**src/rtl/core/mwsf_pkg.sv**
```systemverilog
// Shared types and constants for the mode-window sensor filter.
package mwsf_pkg;

  localparam int SAMPLE_W    = 24;
  localparam int LIMIT_W     = 8;
  localparam int CFG_IDX_W   = 2;
  localparam int CFG_DATA_W  = 24;
  localparam int IN_TDATA_W  = 24;
  localparam int IN_TUSER_W  = 1;
  localparam int OUT_TDATA_W = 32;
  localparam int OUT_TUSER_W = 2;
  localparam int QUEUE_DEPTH = 2;

  // Configuration register indexes
  localparam logic [CFG_IDX_W-1:0] CFG_LOW_LIMIT   = 2'd0;
  localparam logic [CFG_IDX_W-1:0] CFG_HIGH_LIMIT  = 2'd1;
  localparam logic [CFG_IDX_W-1:0] CFG_FAULT_LIMIT = 2'd2;

  // Reset values of the configuration registers
  localparam logic signed [SAMPLE_W-1:0] LOW_LIMIT_RST   = -24'sd10240;
  localparam logic signed [SAMPLE_W-1:0] HIGH_LIMIT_RST  = 24'sd32000;
  localparam logic [LIMIT_W-1:0]         FAULT_LIMIT_RST = 8'd10;

  // Classified sample handed from front to back
  typedef struct packed {
    logic signed [SAMPLE_W-1:0] sample;
    logic                       ok;
  } mwsf_item_t;

  // One result beat
  typedef struct packed {
    logic signed [SAMPLE_W-1:0] filtered;
    logic                       accepted;
    logic                       fault;
    logic [LIMIT_W-1:0]         fault_count;
  } mwsf_result_t;

endpackage

```
**src/rtl/core/mwsf_front.sv**
```systemverilog
// Front end: configuration registers, input handshake and range classification.
module mwsf_front (
  input  logic                              clk,
  input  logic                              rst_n,
  input  logic                              cfg_wr_en,
  input  logic [mwsf_pkg::CFG_IDX_W-1:0]    cfg_index,
  input  logic [mwsf_pkg::CFG_DATA_W-1:0]   cfg_data,
  input  logic                              in_tvalid,
  output logic                              in_tready,
  input  logic [mwsf_pkg::IN_TDATA_W-1:0]   in_tdata,
  input  logic [mwsf_pkg::IN_TUSER_W-1:0]   in_tuser,
  input  logic                              q_full,
  output logic                              q_push,
  output mwsf_pkg::mwsf_item_t              q_item,
  output logic [mwsf_pkg::LIMIT_W-1:0]      fault_limit
);
  import mwsf_pkg::*;

  logic signed [SAMPLE_W-1:0] low_limit_r;
  logic signed [SAMPLE_W-1:0] high_limit_r;
  logic [LIMIT_W-1:0]         fault_limit_r;
  logic signed [SAMPLE_W-1:0] sample;

  always_ff @(posedge clk) begin
    if (!rst_n) begin
      low_limit_r   <= LOW_LIMIT_RST;
      high_limit_r  <= HIGH_LIMIT_RST;
      fault_limit_r <= FAULT_LIMIT_RST;
    end else if (cfg_wr_en) begin
      case (cfg_index)
        CFG_LOW_LIMIT:   low_limit_r   <= cfg_data[SAMPLE_W-1:0];
        CFG_HIGH_LIMIT:  high_limit_r  <= cfg_data[SAMPLE_W-1:0];
        CFG_FAULT_LIMIT: fault_limit_r <= cfg_data[LIMIT_W-1:0];
        default: ;
      endcase
    end
  end

  assign sample        = in_tdata[SAMPLE_W-1:0];
  assign in_tready     = !q_full;
  assign q_push        = in_tvalid && in_tready;
  assign q_item.sample = sample;
  assign q_item.ok     = !in_tuser[0] && (sample >= low_limit_r) && (sample <= high_limit_r);
  assign fault_limit   = fault_limit_r;

endmodule

```
**src/rtl/core/mwsf_fifo.sv**
```systemverilog
// Short queue of classified samples between front and back.
module mwsf_fifo (
  input  logic                 clk,
  input  logic                 rst_n,
  input  logic                 push,
  input  mwsf_pkg::mwsf_item_t push_item,
  input  logic                 pop,
  output logic                 full,
  output logic                 not_empty,
  output mwsf_pkg::mwsf_item_t head
);
  import mwsf_pkg::*;

  localparam int PW = (QUEUE_DEPTH > 1) ? $clog2(QUEUE_DEPTH) : 1;
  localparam int CNTW = $clog2(QUEUE_DEPTH + 1);
  localparam logic [PW-1:0] LAST_PTR = PW'(QUEUE_DEPTH - 1);

  mwsf_item_t      mem_r [QUEUE_DEPTH];
  logic [PW-1:0]   wr_ptr_r;
  logic [PW-1:0]   rd_ptr_r;
  logic [CNTW-1:0] count_r;

  always_ff @(posedge clk) begin
    if (push) begin
      mem_r[wr_ptr_r] <= push_item;
    end
  end

  always_ff @(posedge clk) begin
    if (!rst_n) begin
      wr_ptr_r <= '0;
      rd_ptr_r <= '0;
      count_r  <= '0;
    end else begin
      if (push) begin
        wr_ptr_r <= (wr_ptr_r == LAST_PTR) ? '0 : wr_ptr_r + PW'(1);
      end
      if (pop) begin
        rd_ptr_r <= (rd_ptr_r == LAST_PTR) ? '0 : rd_ptr_r + PW'(1);
      end
      if (push && !pop) begin
        count_r <= count_r + CNTW'(1);
      end else if (pop && !push) begin
        count_r <= count_r - CNTW'(1);
      end
    end
  end

  assign full      = (count_r == CNTW'(QUEUE_DEPTH));
  assign not_empty = (count_r != '0);
  assign head      = mem_r[rd_ptr_r];

  a_count_bound: assert property (@(posedge clk) disable iff (!rst_n)
    count_r <= CNTW'(QUEUE_DEPTH))
    else $error("queue fill count beyond depth");

  a_no_overrun: assert property (@(posedge clk) disable iff (!rst_n)
    (full && !pop) |-> !push)
    else $error("push into a full queue");

endmodule

```
**src/rtl/core/mwsf_div.sv**
```systemverilog
// Bit-serial signed-by-unsigned divider, quotient truncated toward zero.
module mwsf_div #(
  parameter int SW = 27,
  parameter int CW = 3
) (
  input  logic                 clk,
  input  logic                 rst_n,
  input  logic                 start,
  input  logic signed [SW-1:0] dividend,
  input  logic [CW-1:0]        divisor,
  output logic                 done,
  output logic signed [SW-1:0] quotient
);

  localparam int STW = $clog2(SW + 1);

  logic [SW-1:0]  q_r;
  logic [CW-1:0]  rem_r;
  logic [CW-1:0]  div_r;
  logic           neg_r;
  logic           busy_r;
  logic           done_r;
  logic [STW-1:0] step_r;
  logic [CW:0]    rem_sh;
  logic           fits;

  assign rem_sh = {rem_r, q_r[SW-1]};
  assign fits   = (rem_sh >= {1'b0, div_r});

  always_ff @(posedge clk) begin
    if (start) begin
      neg_r <= dividend[SW-1];
      q_r   <= dividend[SW-1] ? (~dividend + SW'(1)) : dividend;
      rem_r <= '0;
      div_r <= divisor;
    end else if (busy_r) begin
      q_r   <= {q_r[SW-2:0], fits};
      rem_r <= fits ? CW'(rem_sh - {1'b0, div_r}) : rem_sh[CW-1:0];
    end
  end

  always_ff @(posedge clk) begin
    if (!rst_n) begin
      busy_r <= 1'b0;
      done_r <= 1'b0;
      step_r <= '0;
    end else begin
      done_r <= 1'b0;
      if (start) begin
        busy_r <= 1'b1;
        step_r <= STW'(SW);
      end else if (busy_r) begin
        step_r <= step_r - STW'(1);
        if (step_r == STW'(1)) begin
          busy_r <= 1'b0;
          done_r <= 1'b1;
        end
      end
    end
  end

  assign done     = done_r;
  assign quotient = neg_r ? -$signed(q_r) : $signed(q_r);

endmodule

```
**src/rtl/core/mwsf_back.sv**
```systemverilog
// Back end: fault counting, sample window, mode search, mean and result register.
module mwsf_back #(
  parameter int WINDOW_LEN = 5,
  parameter int FRAC_BITS  = 8
) (
  input  logic                          clk,
  input  logic                          rst_n,
  input  logic                          q_valid,
  input  mwsf_pkg::mwsf_item_t          q_item,
  output logic                          q_pop,
  input  logic [mwsf_pkg::LIMIT_W-1:0]  fault_limit,
  output logic                          out_tvalid,
  input  logic                          out_tready,
  output mwsf_pkg::mwsf_result_t        out_res
);
  import mwsf_pkg::*;

  localparam int IW = $clog2(WINDOW_LEN);
  localparam int CW = $clog2(WINDOW_LEN + 1);
  localparam int SW = SAMPLE_W + CW;
  localparam int RW = SAMPLE_W + 2;
  localparam int DW = SAMPLE_W + 3;
  localparam logic [IW-1:0] LAST_IDX = IW'(WINDOW_LEN - 1);
  localparam logic signed [DW-1:0] ONE_UNIT = DW'(1) << FRAC_BITS;
  localparam logic signed [DW-1:0] HALF_UNIT = ONE_UNIT >>> 1;

  localparam logic [2:0] ST_IDLE = 3'd0;
  localparam logic [2:0] ST_MODE = 3'd1;
  localparam logic [2:0] ST_SUM  = 3'd2;
  localparam logic [2:0] ST_DIV  = 3'd3;
  localparam logic [2:0] ST_EMIT = 3'd4;

  // Round to whole units, halves away from zero.
  function automatic logic signed [RW-1:0] round_units(input logic signed [SAMPLE_W-1:0] v);
    logic signed [RW-1:0] vx;
    logic [RW-1:0]        mag;
    logic [RW-1:0]        sh;
    vx  = RW'(v);
    mag = ((vx < 0) ? -vx : vx) + RW'(HALF_UNIT);
    sh  = mag >> FRAC_BITS;
    return (vx < 0) ? -$signed(sh) : $signed(sh);
  endfunction

  logic [2:0]                 state_r;
  logic signed [SAMPLE_W-1:0] win_r [WINDOW_LEN];
  logic                       primed_r;
  logic [LIMIT_W-1:0]         reject_r;
  logic                       fault_r;
  logic                       accepted_r;
  logic signed [SAMPLE_W-1:0] last_filtered_r;
  logic [IW-1:0]              idx_r;
  logic [CW-1:0]              best_r;
  logic signed [RW-1:0]       mode_r;
  logic signed [SW-1:0]       sum_r;
  logic [CW-1:0]              cnt_r;
  logic                       out_valid_r;
  mwsf_result_t               out_res_r;

  logic signed [RW-1:0]       rnd [WINDOW_LEN];
  logic [CW-1:0]              match_cnt;
  logic signed [DW-1:0]       mode_fx;
  logic signed [DW-1:0]       delta;
  logic signed [DW-1:0]       abs_delta;
  logic                       near;
  logic signed [SW-1:0]       sum_nxt;
  logic [CW-1:0]              cnt_nxt;
  logic                       div_start;
  logic                       div_done;
  logic signed [SW-1:0]       quotient;
  logic                       emit_go;

  always_comb begin
    for (int k = 0; k < WINDOW_LEN; k++) begin
      rnd[k] = round_units(win_r[k]);
    end
  end

  always_comb begin
    match_cnt = '0;
    for (int k = 0; k < WINDOW_LEN; k++) begin
      if (rnd[k] == rnd[idx_r]) begin
        match_cnt = match_cnt + CW'(1);
      end
    end
  end

  assign mode_fx   = DW'(mode_r) <<< FRAC_BITS;
  assign delta     = mode_fx - DW'(win_r[idx_r]);
  assign abs_delta = (delta < 0) ? -delta : delta;
  assign near      = (abs_delta < ONE_UNIT);
  assign sum_nxt   = near ? (sum_r + SW'(win_r[idx_r])) : sum_r;
  assign cnt_nxt   = near ? (cnt_r + CW'(1)) : cnt_r;

  assign q_pop     = (state_r == ST_IDLE) && q_valid;
  assign div_start = (state_r == ST_SUM) && (idx_r == LAST_IDX);
  assign emit_go   = (state_r == ST_EMIT) && (!out_valid_r || out_tready);

  mwsf_div #(
    .SW(SW),
    .CW(CW)
  ) u_div (
    .clk     (clk),
    .rst_n   (rst_n),
    .start   (div_start),
    .dividend(sum_nxt),
    .divisor (cnt_nxt),
    .done    (div_done),
    .quotient(quotient)
  );

  // Window shift; the first accepted sample fills every entry.
  always_ff @(posedge clk) begin
    if (q_pop && q_item.ok) begin
      win_r[0] <= q_item.sample;
      for (int k = 1; k < WINDOW_LEN; k++) begin
        win_r[k] <= primed_r ? win_r[k-1] : q_item.sample;
      end
    end
  end

  // Datapath registers of the mode and mean passes
  always_ff @(posedge clk) begin
    case (state_r)
      ST_IDLE: begin
        idx_r  <= '0;
        best_r <= '0;
        mode_r <= '0;
        sum_r  <= '0;
        cnt_r  <= '0;
      end
      ST_MODE: begin
        if (match_cnt > best_r) begin
          best_r <= match_cnt;
          mode_r <= rnd[idx_r];
        end
        idx_r <= (idx_r == LAST_IDX) ? '0 : idx_r + IW'(1);
      end
      ST_SUM: begin
        sum_r <= sum_nxt;
        cnt_r <= cnt_nxt;
        idx_r <= idx_r + IW'(1);
      end
      default: ;
    endcase
  end

  always_ff @(posedge clk) begin
    if (!rst_n) begin
      state_r         <= ST_IDLE;
      primed_r        <= 1'b0;
      reject_r        <= '0;
      fault_r         <= 1'b0;
      accepted_r      <= 1'b0;
      last_filtered_r <= '0;
      out_valid_r     <= 1'b0;
    end else begin
      if (emit_go) begin
        out_valid_r <= 1'b1;
      end else if (out_valid_r && out_tready) begin
        out_valid_r <= 1'b0;
      end
      case (state_r)
        ST_IDLE: begin
          if (q_valid) begin
            accepted_r <= q_item.ok;
            if (q_item.ok) begin
              primed_r <= 1'b1;
              reject_r <= '0;
              fault_r  <= 1'b0;
              state_r  <= ST_MODE;
            end else begin
              if (reject_r >= fault_limit) begin
                fault_r <= 1'b1;
              end else begin
                reject_r <= reject_r + LIMIT_W'(1);
              end
              state_r <= ST_EMIT;
            end
          end
        end
        ST_MODE: begin
          if (idx_r == LAST_IDX) begin
            state_r <= ST_SUM;
          end
        end
        ST_SUM: begin
          if (idx_r == LAST_IDX) begin
            state_r <= ST_DIV;
          end
        end
        ST_DIV: begin
          if (div_done) begin
            last_filtered_r <= quotient[SAMPLE_W-1:0];
            state_r         <= ST_EMIT;
          end
        end
        ST_EMIT: begin
          if (emit_go) begin
            state_r <= ST_IDLE;
          end
        end
        default: state_r <= ST_IDLE;
      endcase
    end
  end

  always_ff @(posedge clk) begin
    if (emit_go) begin
      out_res_r.filtered    <= last_filtered_r;
      out_res_r.accepted    <= accepted_r;
      out_res_r.fault       <= fault_r;
      out_res_r.fault_count <= reject_r;
    end
  end

  assign out_tvalid = out_valid_r;
  assign out_res    = out_res_r;

  a_accept_clears: assert property (@(posedge clk) disable iff (!rst_n)
    (out_tvalid && out_res.accepted) |-> (!out_res.fault && out_res.fault_count == '0))
    else $error("accepted result carries fault state");

  a_reject_counts: assert property (@(posedge clk) disable iff (!rst_n)
    (q_pop && !q_item.ok && reject_r < fault_limit)
      |=> (reject_r == $past(reject_r) + LIMIT_W'(1)))
    else $error("reject counter did not advance");

  a_mean_count: assert property (@(posedge clk) disable iff (!rst_n)
    div_start |-> (cnt_nxt != '0))
    else $error("mean started with empty selection");

endmodule

```
**src/rtl/core/mode_window_sensor_filter.sv**
```systemverilog
// Top level of the mode-window sensor filter: front end, queue and back end.
//
// One input beat carries a Q.FRAC_BITS sample and an invalid flag; every input
// beat yields exactly one result beat. A sample that is flagged invalid or lies
// outside [low_limit, high_limit] is rejected: the consecutive-reject counter
// advances up to fault_limit, and a rejection with the counter already at the
// limit raises the fault flag; the last filtered value is repeated. An accepted
// sample clears counter and flag, enters a WINDOW_LEN-deep window (the first
// one fills it), and the result is the truncated mean of the entries within
// 1.0 of the window's mode (whole-unit rounding, halves away from zero, ties to
// the newest entry). Timing: the front end classifies in the accept cycle and
// parks samples in a two-entry queue, so in_tready only drops when the queue is
// full. The back end handles one sample at a time: a rejected sample goes
// straight to the emit state, an accepted one runs the one-entry-per-cycle mode
// and mean passes and then the bit-serial divider. The result sits in an
// output register, so the back end moves on while a beat waits for out_tready.
// Configuration must be written only while the block is idle; the block itself
// does not enforce this. Index 3 is ignored.
module mode_window_sensor_filter #(
  parameter int WINDOW_LEN = 5,
  parameter int FRAC_BITS  = 8
) (
  input  logic                                clk,
  input  logic                                rst_n,
  // configuration write port
  input  logic                                cfg_wr_en,
  input  logic [mwsf_pkg::CFG_IDX_W-1:0]      cfg_index,
  input  logic [mwsf_pkg::CFG_DATA_W-1:0]     cfg_data,
  // sample stream
  input  logic                                in_tvalid,
  output logic                                in_tready,
  input  logic [mwsf_pkg::IN_TDATA_W-1:0]     in_tdata,   // [23:0] sample
  input  logic [mwsf_pkg::IN_TUSER_W-1:0]     in_tuser,   // [0] sample_invalid
  // result stream
  output logic                                out_tvalid,
  input  logic                                out_tready,
  output logic [mwsf_pkg::OUT_TDATA_W-1:0]    out_tdata,  // [23:0] filtered, [31:24] fault_count
  output logic [mwsf_pkg::OUT_TUSER_W-1:0]    out_tuser   // [0] accepted, [1] fault
);
  import mwsf_pkg::*;

  logic               q_full;
  logic               q_push;
  logic               q_pop;
  logic               q_not_empty;
  mwsf_item_t         push_item;
  mwsf_item_t         head_item;
  logic [LIMIT_W-1:0] fault_limit;
  mwsf_result_t       res;

  // Front: hold config, classify each beat and push it into the queue
  mwsf_front u_front (
    .clk        (clk),
    .rst_n      (rst_n),
    .cfg_wr_en  (cfg_wr_en),
    .cfg_index  (cfg_index),
    .cfg_data   (cfg_data),
    .in_tvalid  (in_tvalid),
    .in_tready  (in_tready),
    .in_tdata   (in_tdata),
    .in_tuser   (in_tuser),
    .q_full     (q_full),
    .q_push     (q_push),
    .q_item     (push_item),
    .fault_limit(fault_limit)
  );

  // Queue: decouple classification from the slow filter pass
  mwsf_fifo u_fifo (
    .clk      (clk),
    .rst_n    (rst_n),
    .push     (q_push),
    .push_item(push_item),
    .pop      (q_pop),
    .full     (q_full),
    .not_empty(q_not_empty),
    .head     (head_item)
  );

  // Back: advance fault state, filter and drive the result register
  mwsf_back #(
    .WINDOW_LEN(WINDOW_LEN),
    .FRAC_BITS (FRAC_BITS)
  ) u_back (
    .clk        (clk),
    .rst_n      (rst_n),
    .q_valid    (q_not_empty),
    .q_item     (head_item),
    .q_pop      (q_pop),
    .fault_limit(fault_limit),
    .out_tvalid (out_tvalid),
    .out_tready (out_tready),
    .out_res    (res)
  );

  assign out_tdata = {res.fault_count, res.filtered};
  assign out_tuser = {res.fault, res.accepted};

endmodule
```
**config.mk**
```make
export PLATFORM = sky130hd
export DESIGN_NAME = mode_window_sensor_filter
export DESIGN_NICKNAME = d
export VERILOG_FILES = /design/src/rtl/core/mwsf_pkg.sv /design/src/rtl/core/mwsf_front.sv /design/src/rtl/core/mwsf_fifo.sv /design/src/rtl/core/mwsf_div.sv /design/src/rtl/core/mwsf_back.sv /design/src/rtl/core/mode_window_sensor_filter.sv
export SDC_FILE = /design/constraint.sdc
export NUM_CORES = 1
export LEC_CHECK = 0
export BUFFER_PORTS_ARGS = -buffer_cell sky130_fd_sc_hd__buf_2
export CORE_UTILIZATION = 50
export DETAILED_ROUTE_END_ITERATION = 8
export PLACE_DENSITY_LB_ADDON = 0.12
export SYNTH_ARGS = -nofsm -noshare
export SYNTH_HDL_FRONTEND = slang
export SYNTH_SLANG_ARGS = --single-unit
```
**constraint.sdc**
```tcl
create_clock -name clk -period 10.83 [get_ports clk]
set_clock_uncertainty 0.2 [all_clocks]
set_input_delay 2.166 -clock clk [delete_from_list [all_inputs] [get_ports clk]]
set_output_delay 2.166 -clock clk [all_outputs]
set_load 0.03 [all_outputs]
```
==> results.py <==
metrics = {
    "sta": {
        "timing.final.crit_share_pct": 93.0,
        "fin_crit_ns": 10.07,
        "slew_viol_final": 0,
        "fin_tns_setup_ns": 0,
        "fmax_mhz": 99.3,
        "setup_violations": 0,
        "slew_headroom_pct": 11.3,
        "rsz0062_at_grt": "false",
        "tightestPinTransition_ns": 1.30,
        "hold_viol_final": 0,
    },
    "clocking": {
        "post_cts_buffers": 0,
        "cts_root_buf": "clkbuf_16",
        "worstSkewPairLatency_ns": 0.63,
        "cts_tree": "built",
        "clkTransAtPathRegs_ns": 0.06,
        "h-tree-depth": 2,
        "clk_path_buf_depth": 3,
        "ctsHoldBuffers": 0,
        "numCtsBuffers": 46,
        "clkSinkCount": 403,
    },
    "routing": {
        "postRouteAntennaNets": 0,
        "avgViaCountPerCell": 6.45,
        "drc": 0,
        "firstDrtPassIters": 7,
        "dr_total_vias": 31900,
        "drt_iter0_markers": 3761,
        "wl_per_cell_um": 23.1,
        "routed_wl_um": 114000,
    },
    "floorplan": {
        "die_area_um2": 70000,
        "placementRows": 95,
        "chipWidth_um": 265,
        "start_util_pct": 50.9,
        "die_h_um": 265,
        "ios": 92,
        "core_um2": 67800,
    },
    "setup_path": {
        "end_kind": "flip-flop",
        "cp_common_cell": "ha_1",
        "worstSetupStartpointType": "flip-flop",
        "critPathMaxFanout": 22,
        "crit_required_ns": 10.85,
        "slowest_delay_ns": 1.11,
        "worstPathArrival_ns": 10.10,
        "cp_slowest_cell": "a2111oi_0",
        "crit_type": "reg -> reg",
    },
    "job": {
        "cap_violations": 0,
    },
    "finish": {
        "fillers": 6353,
        "finalNonFillerCells": 4939,
        "ff_latch_area_um2": 11000,
        "synthToLayoutAreaGrowth_pct": 8.04,
        "multi_input_area_um2": 21800,
        "antennaDiodeCount": 0,
        "fin_nets": 4217,
        "fin_util_pct": 55.0,
        "drive_gt1_share_pct": 9.84,
    },
    "global_route": {
        "grt_max_degree": 101,
        "track_usage_pct": 31.8,
        "grt_pass1_wl_um": 174000,
        "antenna_found_initial": 0,
        "grt_pass1_vias": 29300,
        "grt_remaining_overflow": 0,
    },
    "outcome": {
        "status": "completed",
    },
    "logic_synthesis": {
        "synthFlopType": "edfxtp_1",
        "syn_avg_cell_area_um2": 8.53,
        "synth_enable_flop_cells": 290,
        "postSynthNetCount": 4231,
        "synth_area_um2": 34500,
        "async_reset_ff_share_pct": 0,
        "ys_seq_area_share_pct": 31.8,
        "synth-seq-cells": 403,
        "ys.warnings.count": 0,
        "synth_cells": 4042,
        "synth.distinct_cells": 108,
    },
    "pwr": {
        "p_per_area_nw_per_um2": 304,
        "irDropWorstVdd_v": 0.000167,
        "p_leak_nw": 14.1,
    },
    "placed_design": {
        "dp_cells": 4853,
        "gp_congestion": 1.01,
        "io_buffers": 91,
        "dp_hpwl_um": 88100,
    },
    "hold_path": {
        "hp-class": "reg -> reg",
    },
}
## worst max-delay path: cells and delay by family, from the launching register on
family                     cells  cell delay, ns
AOI/OAI and AO/OA              9            3.40
xor gates and xnor gates       5            0.92
adders and majority gates      5            1.51
buffers and inverters          2            0.29
DFF                            1            0.47
muxes                          2            0.68
and+or+nand+nor               11            2.21
## flip-flops by register name, indices dropped and copies added, names as in the netlist, 19 cells and up, named ones only
register,cells
u_front.high_limit_r,24
u_back.last_filtered_r,24
u_back.u_div.q_r,27
u_back.win_r,120
u_front.low_limit_r,24
u_fifo.mem_r,50
u_back.sum_r,27
u_back.out_res,34
u_back.mode_r,19
## layout make-up
class | instances | share of cell area (%)
clock buffers | 62 | 3.53
flip-flops and latches | 403 | 29.5
well taps | 873 | 2.93
inverters | 231 | 2.33
multi-input cells | 3184 | 58.6
repair buffers | 162 | 2.65
clock inverters | 24 | 0.480
## kinds of logic (layout without fill, tap and decap cells)
logic type | count (synthesis) | count (layout) | share of synthesized area [%]
XOR/XNOR | 350 | 350 | 8.97
flip-flops | 403 | 403 | 31.8
multiplexers | 169 | 169 | 5.87
buffers and inverters | 455 | 479 | 5.03
adder cells (fa/ha/maj) | 133 | 133 | 4.87
AO/OA/AOI/OAI | 1086 | 1086 | 22.1
AND/OR/NAND/NOR | 1446 | 1446 | 21.4
## metrics by stage
stage	total power [mW]	hold slack, ns	setup slack [ns]	cell area (µm²)
global route	12.0	0.235	0.0473	37300
detailed placement	9.58	0.218	0.932	35800
floorplan	7.59	0.208	1.34	34500
finish	11.3	0.224	0.755	37300
CTS	11.2	0.217	0.864	37300
global placement	9.59	0.211	1.17	35800
## layer usage
layer	vias up	track usage, %	routed length [µm]
li1	15100	-	-
met3	188	7.15	11000
met2	1392	48.6	49300
met4	0	8.58	3060
met1	15200	45.1	50700
met5	-	0	0
## Yosys cell counts, drive strengths merged (32+ instances only)
cell type | number | area share (%)
ha | 131 | 4.8
buf | 40 | 0.51
nand2 | 387 | 4.2
o21ai | 184 | 2.7
edfxtp | 290 | 25
or3 | 61 | 1.1
mux2i | 100 | 2.9
nor4 | 60 | 1.2
a211oi | 44 | 1.0
nor3 | 97 | 1.5
nor2 | 311 | 3.4
o211ai | 50 | 1.1
xor2 | 115 | 2.9
nor2b | 58 | 1.1
or4 | 33 | 0.75
nand4 | 85 | 1.5
and2 | 49 | 0.89
o31ai | 57 | 1.3
mux2 | 47 | 1.5
a21oi | 242 | 3.5
nand3 | 101 | 1.5
dfxtp | 113 | 6.6
a31oi | 57 | 1.1
inv | 225 | 2.4
o41ai | 34 | 0.95
and3 | 35 | 0.63
nand2b | 49 | 0.89
clkbuf | 184 | 2.0
xnor2 | 233 | 5.9
a21boi | 50 | 1.1
or2 | 32 | 0.58
## cell usage in the layout, fill, tap and decap left out, types with 85 or more instances in the layout
| master | Yosys | routed |
|---|---|---|
| a21oi_1 | 241 | 241 |
| buf_2 | 8 | 91 |
| dfxtp_1 | 113 | 111 |
| edfxtp_1 | 290 | 290 |
| ha_1 | 131 | 131 |
| inv_1 | 223 | 223 |
| mux2i_1 | 100 | 100 |
| nand2_1 | 387 | 387 |
| nand3_1 | 101 | 101 |
| nand4_1 | 85 | 85 |
| nor2_1 | 311 | 305 |
| nor3_1 | 95 | 94 |
| o21ai_0 | 173 | 173 |
| xnor2_1 | 233 | 231 |
| xor2_1 | 115 | 115 |
## path summary, 6_finish.rpt
path / start / to / slack, ns / cells after the start
worst min register to register: u_back.last_filtered_r[11]$_SDFFE_PN0P_ / u_back.out_res[21]$_DFFE_PP_ / 0.22 / 0
worst min-delay path: u_back.last_filtered_r[11]$_SDFFE_PN0P_ / u_back.out_res[21]$_DFFE_PP_ / 0.22 / 0
worst max register to register: u_back.win_r[3][2]$_DFFE_PP_ / u_back.mode_r[4]$_SDFFCE_PN0P_ / 0.76 / 34
worst max-delay path: u_back.win_r[3][2]$_DFFE_PP_ / u_back.mode_r[4]$_SDFFCE_PN0P_ / 0.76 / 34
## repair_timing
action,4_1_cts,5_1_grt
resized for setup,0,1
endpoints found under the setup margin,0,22
hold endpoints to repair,0,0
## where the power goes
part	internal, mW	switching, mW	leakage (nW)
clock network	0.880	0.678	0.726
logic	2.58	4.64	9.67
registers	2.14	0.410	3.69
Note: power is estimated with default switching activity, not from simulation.
